`src/sv/ctfm_pkg.sv`:
```
// Package for the color tolerance first-match block.
// Holds register indexes, mode codes and fixed-point constants; no dependencies.
package ctfm_pkg;

  localparam int unsigned CoordBitsDefault = 12;
  localparam int unsigned CfgIdxBits = 3;
  localparam int unsigned CfgDataBits = 24;

  localparam logic [CfgIdxBits-1:0] RegTarget    = 3'd0;
  localparam logic [CfgIdxBits-1:0] RegTolerance = 3'd1;
  localparam logic [CfgIdxBits-1:0] RegMode      = 3'd2;
  localparam logic [CfgIdxBits-1:0] RegHueScale  = 3'd3;
  localparam logic [CfgIdxBits-1:0] RegSatScale  = 3'd4;

  localparam logic [1:0] ModeMax    = 2'd0;
  localparam logic [1:0] ModeEucl   = 2'd1;
  localparam logic [1:0] ModeHsl    = 2'd2;
  // no pixel ever matches in this mode
  localparam logic [1:0] ModeUnused = 2'd3;

  // hue: 60 degrees with 8 fraction bits
  localparam logic [13:0] HueUnit = 14'd15360;
  localparam logic [16:0] Hue120  = 17'd30720;
  localparam logic [16:0] Hue240  = 17'd61440;
  localparam logic [16:0] Hue360  = 17'd92160;

  // work handed to the shared divider
  typedef struct packed {
    logic [21:0] num;
    logic [8:0]  den;
  } div_req_t;

endpackage

```
`src/sv/ctfm_div.sv`:
```
// Radix-2 restoring divider, one quotient bit per cycle.
// Depends on ctfm_pkg for the request struct.
module ctfm_div (
  input  logic              clk_i,
  input  logic              rst_ni,
  input  logic              start_i,
  input  ctfm_pkg::div_req_t req_i,
  output logic              done_o,
  output logic [21:0]       quot_o
);
  import ctfm_pkg::*;

  logic [21:0] q_q, q_d;
  logic [9:0]  rem_q, rem_d;
  logic [8:0]  den_q, den_d;
  logic [4:0]  cnt_q, cnt_d;
  logic        busy_q, busy_d;
  logic [9:0]  trial;
  logic [10:0] sub;

  assign trial = {rem_q[8:0], q_q[21]};
  assign sub   = {1'b0, trial} - {2'b0, den_q};
  assign quot_o = q_q;
  assign done_o = busy_q && (cnt_q == 5'd0);

  always_comb begin
    q_d = q_q; rem_d = rem_q; den_d = den_q; cnt_d = cnt_q; busy_d = busy_q;
    if (start_i) begin
      q_d = req_i.num; rem_d = '0; den_d = req_i.den; cnt_d = 5'd22; busy_d = 1'b0;
    end else if (cnt_q != 5'd0) begin
      if (!sub[10]) begin
        rem_d = sub[9:0];
        q_d = {q_q[20:0], 1'b1};
      end else begin
        rem_d = trial;
        q_d = {q_q[20:0], 1'b0};
      end
      cnt_d = cnt_q - 5'd1;
      busy_d = 1'b1;
    end else begin
      busy_d = 1'b0;
    end
  end

  always_ff @(posedge clk_i or negedge rst_ni) begin
    if (!rst_ni) begin
      cnt_q <= '0;
      busy_q <= 1'b0;
    end else begin
      cnt_q <= cnt_d;
      busy_q <= busy_d;
    end
  end

  always_ff @(posedge clk_i) begin
    q_q <= q_d;
    rem_q <= rem_d;
    den_q <= den_d;
  end
endmodule

```
`src/sv/color_tolerance_first_match.sv`:
```
// Color tolerance first-match: max, Euclidean and HSL compare against a target.
// Modes max and Euclidean compare a pixel directly; HSL takes four passes per pixel through the
// one shared 22-bit serial divider, hue and saturation for the pixel and for the target;
// a grey pixel or target skips its two passes.
// The result beat is formed in the output state after the last pixel and waits in an output
// register; a new last pixel holds in its output state until that beat is taken.
// Reset clears the registers to their defaults and the match state.
module color_tolerance_first_match #(
  parameter int unsigned COORD_BITS = ctfm_pkg::CoordBitsDefault
) (
  input  logic clk_i,
  input  logic rst_ni,
  input  logic cfg_valid_i,
  output logic cfg_ready_o,
  input  logic [ctfm_pkg::CfgIdxBits-1:0]  cfg_index_i,
  input  logic [ctfm_pkg::CfgDataBits-1:0] cfg_data_i,
  input  logic s_axis_tvalid,
  output logic s_axis_tready,
  // red, green, blue, pos_x, pos_y, zero fill to bytes
  input  logic [((24+2*COORD_BITS+7)/8)*8-1:0] s_axis_tdata,
  input  logic s_axis_tlast,
  output logic m_axis_tvalid,
  input  logic m_axis_tready,
  // found, match_x, match_y, zero fill to bytes
  output logic [((2*COORD_BITS+3+7)/8)*8-1:0] m_axis_tdata
);
  import ctfm_pkg::*;

  localparam int unsigned OW = 2*COORD_BITS + 3;
  localparam int unsigned OB = ((OW+7)/8)*8;

  localparam logic [2:0] StIdle = 3'd0;
  localparam logic [2:0] StCmp  = 3'd1;
  localparam logic [2:0] StHue  = 3'd2;
  localparam logic [2:0] StSat  = 3'd3;
  localparam logic [2:0] StEval = 3'd4;
  localparam logic [2:0] StOut  = 3'd5;

  logic [23:0] tgt_q;
  logic [8:0]  tol_q;
  logic [1:0]  mode_q;
  logic [7:0]  hsc_q, ssc_q;
  logic [2:0]  st_q, st_d;
  logic [7:0]  r_q, g_q, b_q;
  logic [COORD_BITS-1:0] x_q, y_q, fx_q, fy_q;
  logic        last_q, have_q;
  logic        side_q; // 0 pixel, 1 target
  logic [16:0] hp_q, ht_q;
  logic [8:0]  sp_q, st2_q;
  logic        dsent_q;
  logic        mv_q;
  logic [OW-1:0] mdata_q;
  logic        hit;

  // operands of the side under work
  logic [7:0] cr, cg, cb, mx, mn, d8, n8;
  logic [8:0] sum, sden;
  logic [1:0] sect;
  logic       neg;
  div_req_t   req;
  logic       dstart, ddone;
  logic [21:0] dq;

  always_comb begin
    cr = side_q ? tgt_q[7:0] : r_q;
    cg = side_q ? tgt_q[15:8] : g_q;
    cb = side_q ? tgt_q[23:16] : b_q;
    mx = cr; mn = cr;
    if (cg > mx) mx = cg;
    if (cb > mx) mx = cb;
    if (cg < mn) mn = cg;
    if (cb < mn) mn = cb;
    d8 = mx - mn;
    sum = {1'b0, mx} + {1'b0, mn};
    sden = (sum <= 9'd255) ? sum : 9'd510 - sum;
    if (mx == cr) begin
      sect = 2'd0; neg = cg < cb; n8 = neg ? cb - cg : cg - cb;
    end else if (mx == cg) begin
      sect = 2'd1; neg = cb < cr; n8 = neg ? cr - cb : cb - cr;
    end else begin
      sect = 2'd2; neg = cr < cg; n8 = neg ? cg - cr : cr - cg;
    end
    req.den = {1'b0, d8};
    req.num = {n8, 14'd0} - {4'd0, n8, 10'd0}; // n*15360 = n*16384 - n*1024
    if (st_q == StSat) begin
      req.den = sden;
      req.num = {6'd0, d8, 8'd0};
    end
  end

  assign dstart = (st_q == StHue || st_q == StSat) && !dsent_q && d8 != 8'd0;

  ctfm_div u_div (
    .clk_i, .rst_ni, .start_i(dstart), .req_i(req), .done_o(ddone), .quot_o(dq)
  );

  logic [16:0] hue_v, base;
  always_comb begin
    unique case (sect)
      2'd0:    base = neg ? Hue360 : 17'd0;
      2'd1:    base = Hue120;
      default: base = Hue240;
    endcase
    hue_v = neg ? base - dq[16:0] : base + dq[16:0];
  end

  // max, Euclidean and HSL compare
  logic [7:0]  dr, dg, db;
  logic [17:0] dsq;
  logic [16:0] hdf, hth;
  logic [8:0]  sdf;
  logic [16:0] sth;
  always_comb begin
    dr = (r_q > tgt_q[7:0]) ? r_q - tgt_q[7:0] : tgt_q[7:0] - r_q;
    dg = (g_q > tgt_q[15:8]) ? g_q - tgt_q[15:8] : tgt_q[15:8] - g_q;
    db = (b_q > tgt_q[23:16]) ? b_q - tgt_q[23:16] : tgt_q[23:16] - b_q;
    dsq = {2'd0, {8'd0, dr} * {8'd0, dr}} + {2'd0, {8'd0, dg} * {8'd0, dg}}
        + {2'd0, {8'd0, db} * {8'd0, db}};
    hdf = (hp_q > ht_q) ? hp_q - ht_q : ht_q - hp_q;
    sdf = (sp_q > st2_q) ? sp_q - st2_q : st2_q - sp_q;
    hth = tol_q * hsc_q;
    sth = tol_q * ssc_q;
    hit = 1'b0;
    unique case (mode_q)
      ModeMax:  hit = dr <= tol_q && dg <= tol_q && db <= tol_q;
      ModeEucl: hit = dsq <= tol_q * tol_q;
      ModeHsl:  hit = hdf <= hth && {8'd0, sdf} <= sth;
      default:  hit = 1'b0;
    endcase
  end

  assign s_axis_tready = (st_q == StIdle);
  assign cfg_ready_o = 1'b1;
  assign m_axis_tvalid = mv_q;
  assign m_axis_tdata = {{(OB-OW){1'b0}}, mdata_q};

  always_comb begin
    st_d = st_q;
    unique case (st_q)
      StIdle: if (s_axis_tvalid) st_d = (mode_q == ModeHsl) ? StHue : StCmp;
      StHue:  if (d8 == 8'd0 || ddone) st_d = StSat;
      StSat:  if (d8 == 8'd0 || ddone) st_d = side_q ? StEval : StHue;
      StCmp, StEval: st_d = last_q ? StOut : StIdle;
      StOut:  if (!mv_q || m_axis_tready) st_d = StIdle;
      default: st_d = StIdle;
    endcase
  end

  always_ff @(posedge clk_i or negedge rst_ni) begin
    if (!rst_ni) begin
      st_q <= StIdle; tgt_q <= '0; tol_q <= '0; mode_q <= ModeEucl;
      hsc_q <= 8'd51; ssc_q <= 8'd51; have_q <= 1'b0; fx_q <= '0; fy_q <= '0;
      side_q <= 1'b0; dsent_q <= 1'b0; mv_q <= 1'b0;
    end else begin
      st_q <= st_d;
      if (cfg_valid_i) begin
        unique case (cfg_index_i)
          RegTarget:    tgt_q <= cfg_data_i;
          RegTolerance: tol_q <= cfg_data_i[8:0];
          RegMode:      mode_q <= cfg_data_i[1:0];
          RegHueScale:  hsc_q <= cfg_data_i[7:0];
          RegSatScale:  ssc_q <= cfg_data_i[7:0];
          default: ;
        endcase
      end
      // a new beat replaces the one taken at this edge
      if (st_q == StOut && st_d == StIdle) mv_q <= 1'b1;
      else if (mv_q && m_axis_tready) mv_q <= 1'b0;
      if (st_q == StIdle) begin
        side_q <= 1'b0; dsent_q <= 1'b0;
      end
      if (st_q == StHue || st_q == StSat) begin
        if (dstart) dsent_q <= 1'b1;
        if (d8 == 8'd0 || ddone) begin
          dsent_q <= 1'b0;
          if (st_q == StSat) side_q <= 1'b1;
        end
      end
      if ((st_q == StCmp || st_q == StEval) && !have_q && hit) begin
        have_q <= 1'b1; fx_q <= x_q; fy_q <= y_q;
      end
      if (st_q == StOut && st_d == StIdle) begin
        have_q <= 1'b0; fx_q <= '0; fy_q <= '0;
      end
    end
  end

  always_ff @(posedge clk_i) begin
    if (st_q == StIdle && s_axis_tvalid) begin
      r_q <= s_axis_tdata[7:0];
      g_q <= s_axis_tdata[15:8];
      b_q <= s_axis_tdata[23:16];
      x_q <= s_axis_tdata[24 +: COORD_BITS];
      y_q <= s_axis_tdata[24+COORD_BITS +: COORD_BITS];
      last_q <= s_axis_tlast;
    end
    if (st_q == StHue && (d8 == 8'd0 || ddone)) begin
      if (side_q) ht_q <= (d8 == 8'd0) ? 17'd0 : hue_v;
      else        hp_q <= (d8 == 8'd0) ? 17'd0 : hue_v;
    end
    if (st_q == StSat && (d8 == 8'd0 || ddone)) begin
      if (side_q) st2_q <= (d8 == 8'd0) ? 9'd0 : dq[8:0];
      else        sp_q  <= (d8 == 8'd0) ? 9'd0 : dq[8:0];
    end
    if (st_q == StOut && st_d == StIdle) begin
      mdata_q <= have_q ? {1'b0, fy_q, 1'b0, fx_q, 1'b1}
                        : {{(2*COORD_BITS+2){1'b1}}, 1'b0};
    end
  end
endmodule
```
`config.mk`:
```
export PLATFORM = sky130hd
export DESIGN_NAME = color_tolerance_first_match
export DESIGN_NICKNAME = d
export VERILOG_FILES = /design/src/sv/ctfm_pkg.sv /design/src/sv/ctfm_div.sv /design/src/sv/color_tolerance_first_match.sv
export SDC_FILE = /design/constraint.sdc
export NUM_CORES = 2
export LEC_CHECK = 0
export CAP_MARGIN = 5
export CORE_MARGIN = 1.5
export CORE_UTILIZATION = 60
export DETAILED_ROUTE_END_ITERATION = 8
export DONT_BUFFER_PORTS = 1
export MAX_ROUTING_LAYER = met4
export PLACE_DENSITY = 0.76
export SLEW_MARGIN = 15
export SYNTH_ARGS = -nofsm -noshare
export SYNTH_HDL_FRONTEND = slang
export SYNTH_HIERARCHICAL = 1
export SYNTH_SLANG_ARGS = --single-unit
```
`constraint.sdc`:
```
create_clock -name clk_i -period 22.2 [get_ports clk_i]
set_input_delay 1.11 -clock clk_i [delete_from_list [all_inputs] [get_ports clk_i]]
set_output_delay 1.11 -clock clk_i [all_outputs]
set_load 0.05 [all_outputs]
```
==> After elaboration in Yosys (flattened, before gate mapping) <==
Cells that the tools add are included.
{ "word_totals": {"wordCells": 200, "output_inout_bits": 35, "ff_bits": 256} }
{ "classes": {"magnitude_cmp": 19, "bitwise_logic": 1, "n_addsub": 26, "mux": 62, "eq_ne": 14, "n_reduce_logical": 42, "n_mul": 6} }
{ "op_table": {"columns": ["cell", "n"], "rows": [
  ["$mux W8", 15],
  ["$sub A8 B8 Y8", 13],
  ["$mux W17", 4],
  ["$sub A17 B17 Y17", 3],
  ["$mul A8 B8 Y16", 3],
  ["$mux W12", 4],
  ["$mux W22", 2],
  ["$gt A8 B8 Y1", 5],
  ["$lt A8 B8 Y1", 5],
  ["$mux W9", 4],
  ["$mul A9 B8 Y17", 2],
  ["$pmux W17 S2", 1],
  ["$mux W31", 1],
  ["$le A8 B9 Y1", 3],
  ["$mux W27", 1],
  ["$sub A22 B18 Y22", 1],
  ["$add A17 B16 Y18", 1],
  ["$le A18 B18 Y1", 1],
  ["$mul A9 B9 Y18", 1],
  ["$mux W3", 6],
  ["$reduce_and A2 Y1", 9],
  ["$sub A9 B9 Y9", 2],
  ["$add A16 B16 Y17", 1],
  ["$add A17 B17 Y17", 1],
  ["other kinds (32)", 81]
]} }

==> Longest topological paths before layout <==
{ "logic_depth": {"ltp_word": 13, "mapped_depth": 51, "depth_no_buf": 49} }

==> Modules after synthesis <==
Netlist, hierarchy kept.
{ "by_module_without_submodules": {"columns": ["module", "cells_per_inst", "seq_area_each_um2", "area_per_inst_um2", "n_inst"], "rows": [
  ["color_tolerance_first_match", 3451, 5876.9, 30991.0, 1],
  ["ctfm_div", 200, 1261.2, 2333.5, 1]
]} }

==> Worst setup path after synthesis <==
OpenSTA, ideal clock, no wires.
{ "synth_timing": {"kind": "flip-flop to flip-flop", "from": "register g_q[0]", "to": "register fx_q[0]", "stages_incl_launch_ff": 49, "t_required_ps": 22121, "setup_slack_ps": 10663, "t_arrival_ps": 11458, "path_buffers": 1, "synth_period_minus_slack_ps": 11537, "path_cell_list": "edfxtp_1 inv_1 ha_1 inv_1 fa_1 a21o_1 a21o_1 a21o_1 a21o_1 a211oi_1 nor3_1 mux2_2 a311oi_1 o21ai_0 xnor2_1 nor2_1 fa_1 inv_1 (+13 left out) o21bai_1 a21oi_1 o21bai_1 a21oi_1 o21ai_0 a21o_1 a21oi_1 xnor2_1 ha_1 and4_1 nand3_1 o41ai_1 nor2_1 o31a_1 or4_1 a21oi_2 buf_2 mux2i_1"} }
{ "synth_via": {"elab_chain_cells": 13, "elab_cells_between_ends": 32, "cone_classes": "add/sub (5); mul (1); order compare (7); mux (11); reduce/logical (8)"} }
{ "synth_rtl": {"columns": ["element", "line", "rtl"], "rows": [
  ["start: declaration", "color_tolerance_first_match.sv:44", "logic [7:0] r_q, g_q, b_q;"],
  ["start signal: assignment", "color_tolerance_first_match.sv:191", "g_q <= s_axis_tdata[15:8];"],
  ["branches (longest 13 deep; another with $add A17 B16 Y18)", null, null],
  ["end signal: assignment", "color_tolerance_first_match.sv:152", "hsc_q <= 8'd51; ssc_q <= 8'd51; have_q <= 1'b0; fx_q <= '0; fy_q <= '0;"],
  ["end signal: assignment", "color_tolerance_first_match.sv:180", "have_q <= 1'b1; fx_q <= x_q; fy_q <= y_q;"],
  ["end signal: assignment", "color_tolerance_first_match.sv:183", "have_q <= 1'b0; fx_q <= '0; fy_q <= '0;"],
  ["end: declaration", "color_tolerance_first_match.sv:45", "logic [COORD_BITS-1:0] x_q, y_q, fx_q, fy_q;"]
]} }
Parallel ways; which one is timed is not known.
A chain may end at the register's enable or synchronous reset.

==> Worst setup path in the final report <==
{ "layout_timing": {"from": "register g_q[0]", "to": "register fx_q[11]"} }
The elaborated chain is that of the path after synthesis.

==> metrics.csv <==
stage,metric,value,unit
synthesis,register bit count reported by yosys,255,
clock_network,# hold bufs at CTS,0,
global_route,initial antenna violation count,1,
critical_path,launch point of the worst path,g_q[0],
drt,Routed WL per cell,18.1,um
timing,final critical-path required period,13.37,ns
place,Final HPWL DP,63.7,mm
layout,nets@finish,4404,
layout,register area,0.00714,mm^2
critical_path,crit-path max FO,25,
critical_path,Crit path largest cell delay,0.91,ns
critical_path,WS Path Type,reg2reg,
die,die footprint,0.0570,mm^2
job,Max-Cap Viols,0,
timing,Max Freq,0.0748,GHz
synthesis,largest family of logic cells by synthesized area,adder cells,
timing,"Hold Violations, Final",0,
drt,DRT iter0 DRCs,1850,
synthesis,syn avg cell area,9.13,um^2
synthesis,register area share after synthesis,21.4,%
clock_network,Post-CTS Setup Repair Bufs,0,
critical_path,arrival time at the worst endpoint,13.87,ns
clock_network,post-CTS sizing,0,
clock_network,TritonCTS clock tree,done,
critical_path,CP max stage cell,a21oi_4,
synthesis,Yosys cell types,103,
timing,Worst-Margin Slew,1.22,ns
die,Initial Util,60.6,%
timing,RSZ-0062 raised after global routing,no,
clock_network,clk slew on worst S/H paths,0.07,ns
critical_path,r2r startpoint,g_q[0],
drt,vias per cell,5.72,
drt,drt pass-1 iters,5,
layout,P&R area growth vs syn,4.96,%
synthesis,Yosys warning count,6,
layout,layout cells sized above 1,5.87,%
synthesis,Post-Synth XOR/XNOR Area,5.05,%
place,IO Port Bufs,0,
global_route,gr usage total,28.9,%
clock_network,root buf cell,clkbuf_16,
timing,final setup TNS,0,ns
synthesis,Post-Synth Adder-Cell Area,33.1,%
timing,Final period util,60.2,%
drt,DRC,0,
die,cell row count,86,
clock_network,TritonCTS Buffers,28,
layout,FILL cells,4542,
drt,post-route ant nets,0,
critical_path,Worst setup SP type,flop,
synthesis,mux contribution to synthesized area,5.71,%
global_route,pin count of the biggest net entering global routing,89,
synthesis,post-synthesis compound-gate area fraction,12.5,%
drt,final WL,79.0,mm
drt,vias post-DR,25009,
synthesis,Synth Instances,3651,
die,IO Pins,116,
synthesis,Mapped Area,0.0333,mm^2
critical_path,Worst Path Required,22.69,ns
clock_network,clk buf depth,3,
synthesis,Synth Flop Type,edfxtp_1,
global_route,vias in the first global route,24825,
timing,final setup vio count,0,
global_route,first-pass GRT wire length,128,mm
critical_path,R2R Setup Slk,8.83,ns
clock_network,htree depth,1,
global_route,total gr overflow,0,
place,GPL Wtd Cong,0.986,
synthesis,Post-synth ARST share,34.5,%
synthesis,Post-synth EDFFs,158,
die,CORE AREA,0.0550,mm^2
worst_hold_path,Hold Path Class,in2async,
critical_path,Setup crit end kind,flop,
die,Die Wd,239,um
clock_network,worst skew pair latency,0.59,ns
layout,footprint of the multi-input gates,0.0234,mm^2
timing,Rel. slew slack,17.4,%
timing,"Slew Viols, Final",0,
timing,clock skew,0.0332,ns
run_status,status,"complete, no violations",
synthesis,Synth Area in Simple Gates,13.5,%
clock_network,CTS Sinks,255,
die,Die Y,239,um
-- cell type report --
cell class / instances / area share [%]
multi-input cells: 2666 / 66.8
flip-flops and latches: 255 / 20.4
inverters: 623 / 6.69
well taps: 748 / 2.68
clock buffers: 38 / 2.20
repair buffers: 31 / 0.665
clock inverters: 14 / 0.547
diodes: 1 / 0.00715
-- synth_stat cells, drive strengths merged, types with 38 or more instances --
master	instances	share of area, %
nand2	294	3.3
inv	619	7.0
clkbuf	86	0.97
o21bai	38	0.86
edfxtp	158	14
dfrtp	79	5.9
xnor2	135	3.5
nor2	213	2.4
mux2	71	2.4
o21ai	158	2.4
nand4	38	0.76
mux2i	105	3.3
and2	121	2.3
a21oi	194	3.0
nor3	46	0.71
nand2b	55	1.0
a21o	69	1.6
fa	271	16
xor2	57	1.5
ha	447	17
-- worst max-delay path, delay by kind of cell, from the launching register on --
kind                       cells  cell delay (ns)
adders and majority gates     11             4.30
DFF                            1             0.49
buffers and inverters          6             0.39
muxes                          2             0.60
xor gates and xnor gates       1             0.09
and+or+nand+nor                6             1.37
AOI/OAI and AO/OA             22             6.06
-- through the flow --
stage               util, %  hold WS, ns  std cells  cell area [um^2]  setup WS [ns]
detailed placement     61.9        0.496       4323             34000           8.89
CTS                    63.6        0.196       4375             35000           8.88
floorplan                 -        0.472       3663             33400          10.66
global route           63.6        0.191       4376             35000           8.00
finish                 63.6        0.218       4376             35000           8.83
global placement       61.9        0.483       4323             34000           9.21
-- path summary, 6_finish.rpt --
check | to | cells past startpoint
setup reg to reg | fx_q[11] | 48
hold / removal | fx_q[10] | 0
min in group clk_i | fx_q[10] | 2
hold reg to reg | fx_q[10] | 2
max in group asynchronous | mode_q[0] | 0
setup / recovery | fx_q[11] | 48
-- kinds of logic (layout without fill, tap and decap cells) --
| family | Yosys count | after routing |
|---|---|---|
| adder cells (fa/ha/maj) | 718 | 718 |
| buffers and inverters | 742 | 706 |
| XOR/XNOR | 192 | 192 |
| multiplexers | 176 | 176 |
| AND/OR/NAND/NOR | 921 | 921 |
| flip-flops | 255 | 255 |
| other | 2 | 15 |
| AO/OA/AOI/OAI | 645 | 645 |
-- placed cells by master, fill, tap and decap left out, types with 28 or more instances in the layout --
cell	synthesis	routed
nand4_1	37	37
nand3_1	32	32
edfxtp_1	158	158
nand2b_1	55	55
nor2b_1	33	33
o21a_1	33	33
xor2_1	57	57
xnor2_1	135	135
clkbuf_16	0	28
nand2_1	294	294
o21ai_0	146	146
nor2_1	212	212
mux2_2	69	69
a21oi_1	190	190
dfrtp_1	79	78
buf_4	10	31
and2_1	121	121
ha_1	447	447
o21bai_1	38	38
inv_1	616	615
nor3_1	45	42
a21o_1	67	67
fa_1	271	271
mux2i_1	98	98
-- routing by layer --
layer  GRT usage (%)  vias to the layer above  part of all wire (%)
li1                -                    12034                     -
met1            39.8                    12156                    45
met2            46.2                      726                    47
met3            3.55                       93                   6.1
met4            5.56                        0                   1.9
met5               -                        -                     0
-- sequential cells by signal, indices dropped and copies added, names as in the netlist, 9 cells and up --
signal	count
fy_q	12
mdata_q	26
u_div/rem_q	9
x_q	12
tgt_q	24
sp_q	9
tol_q	9
hp_q	17
u_div/quot_o	22
u_div/den_q	9
fx_q	12
st2_q	9
ht_q	17
y_q	12
Power is left out: the tool's default activity adds up to more than one toggle a clock period on the data nets, which glitch-free logic cannot reach.
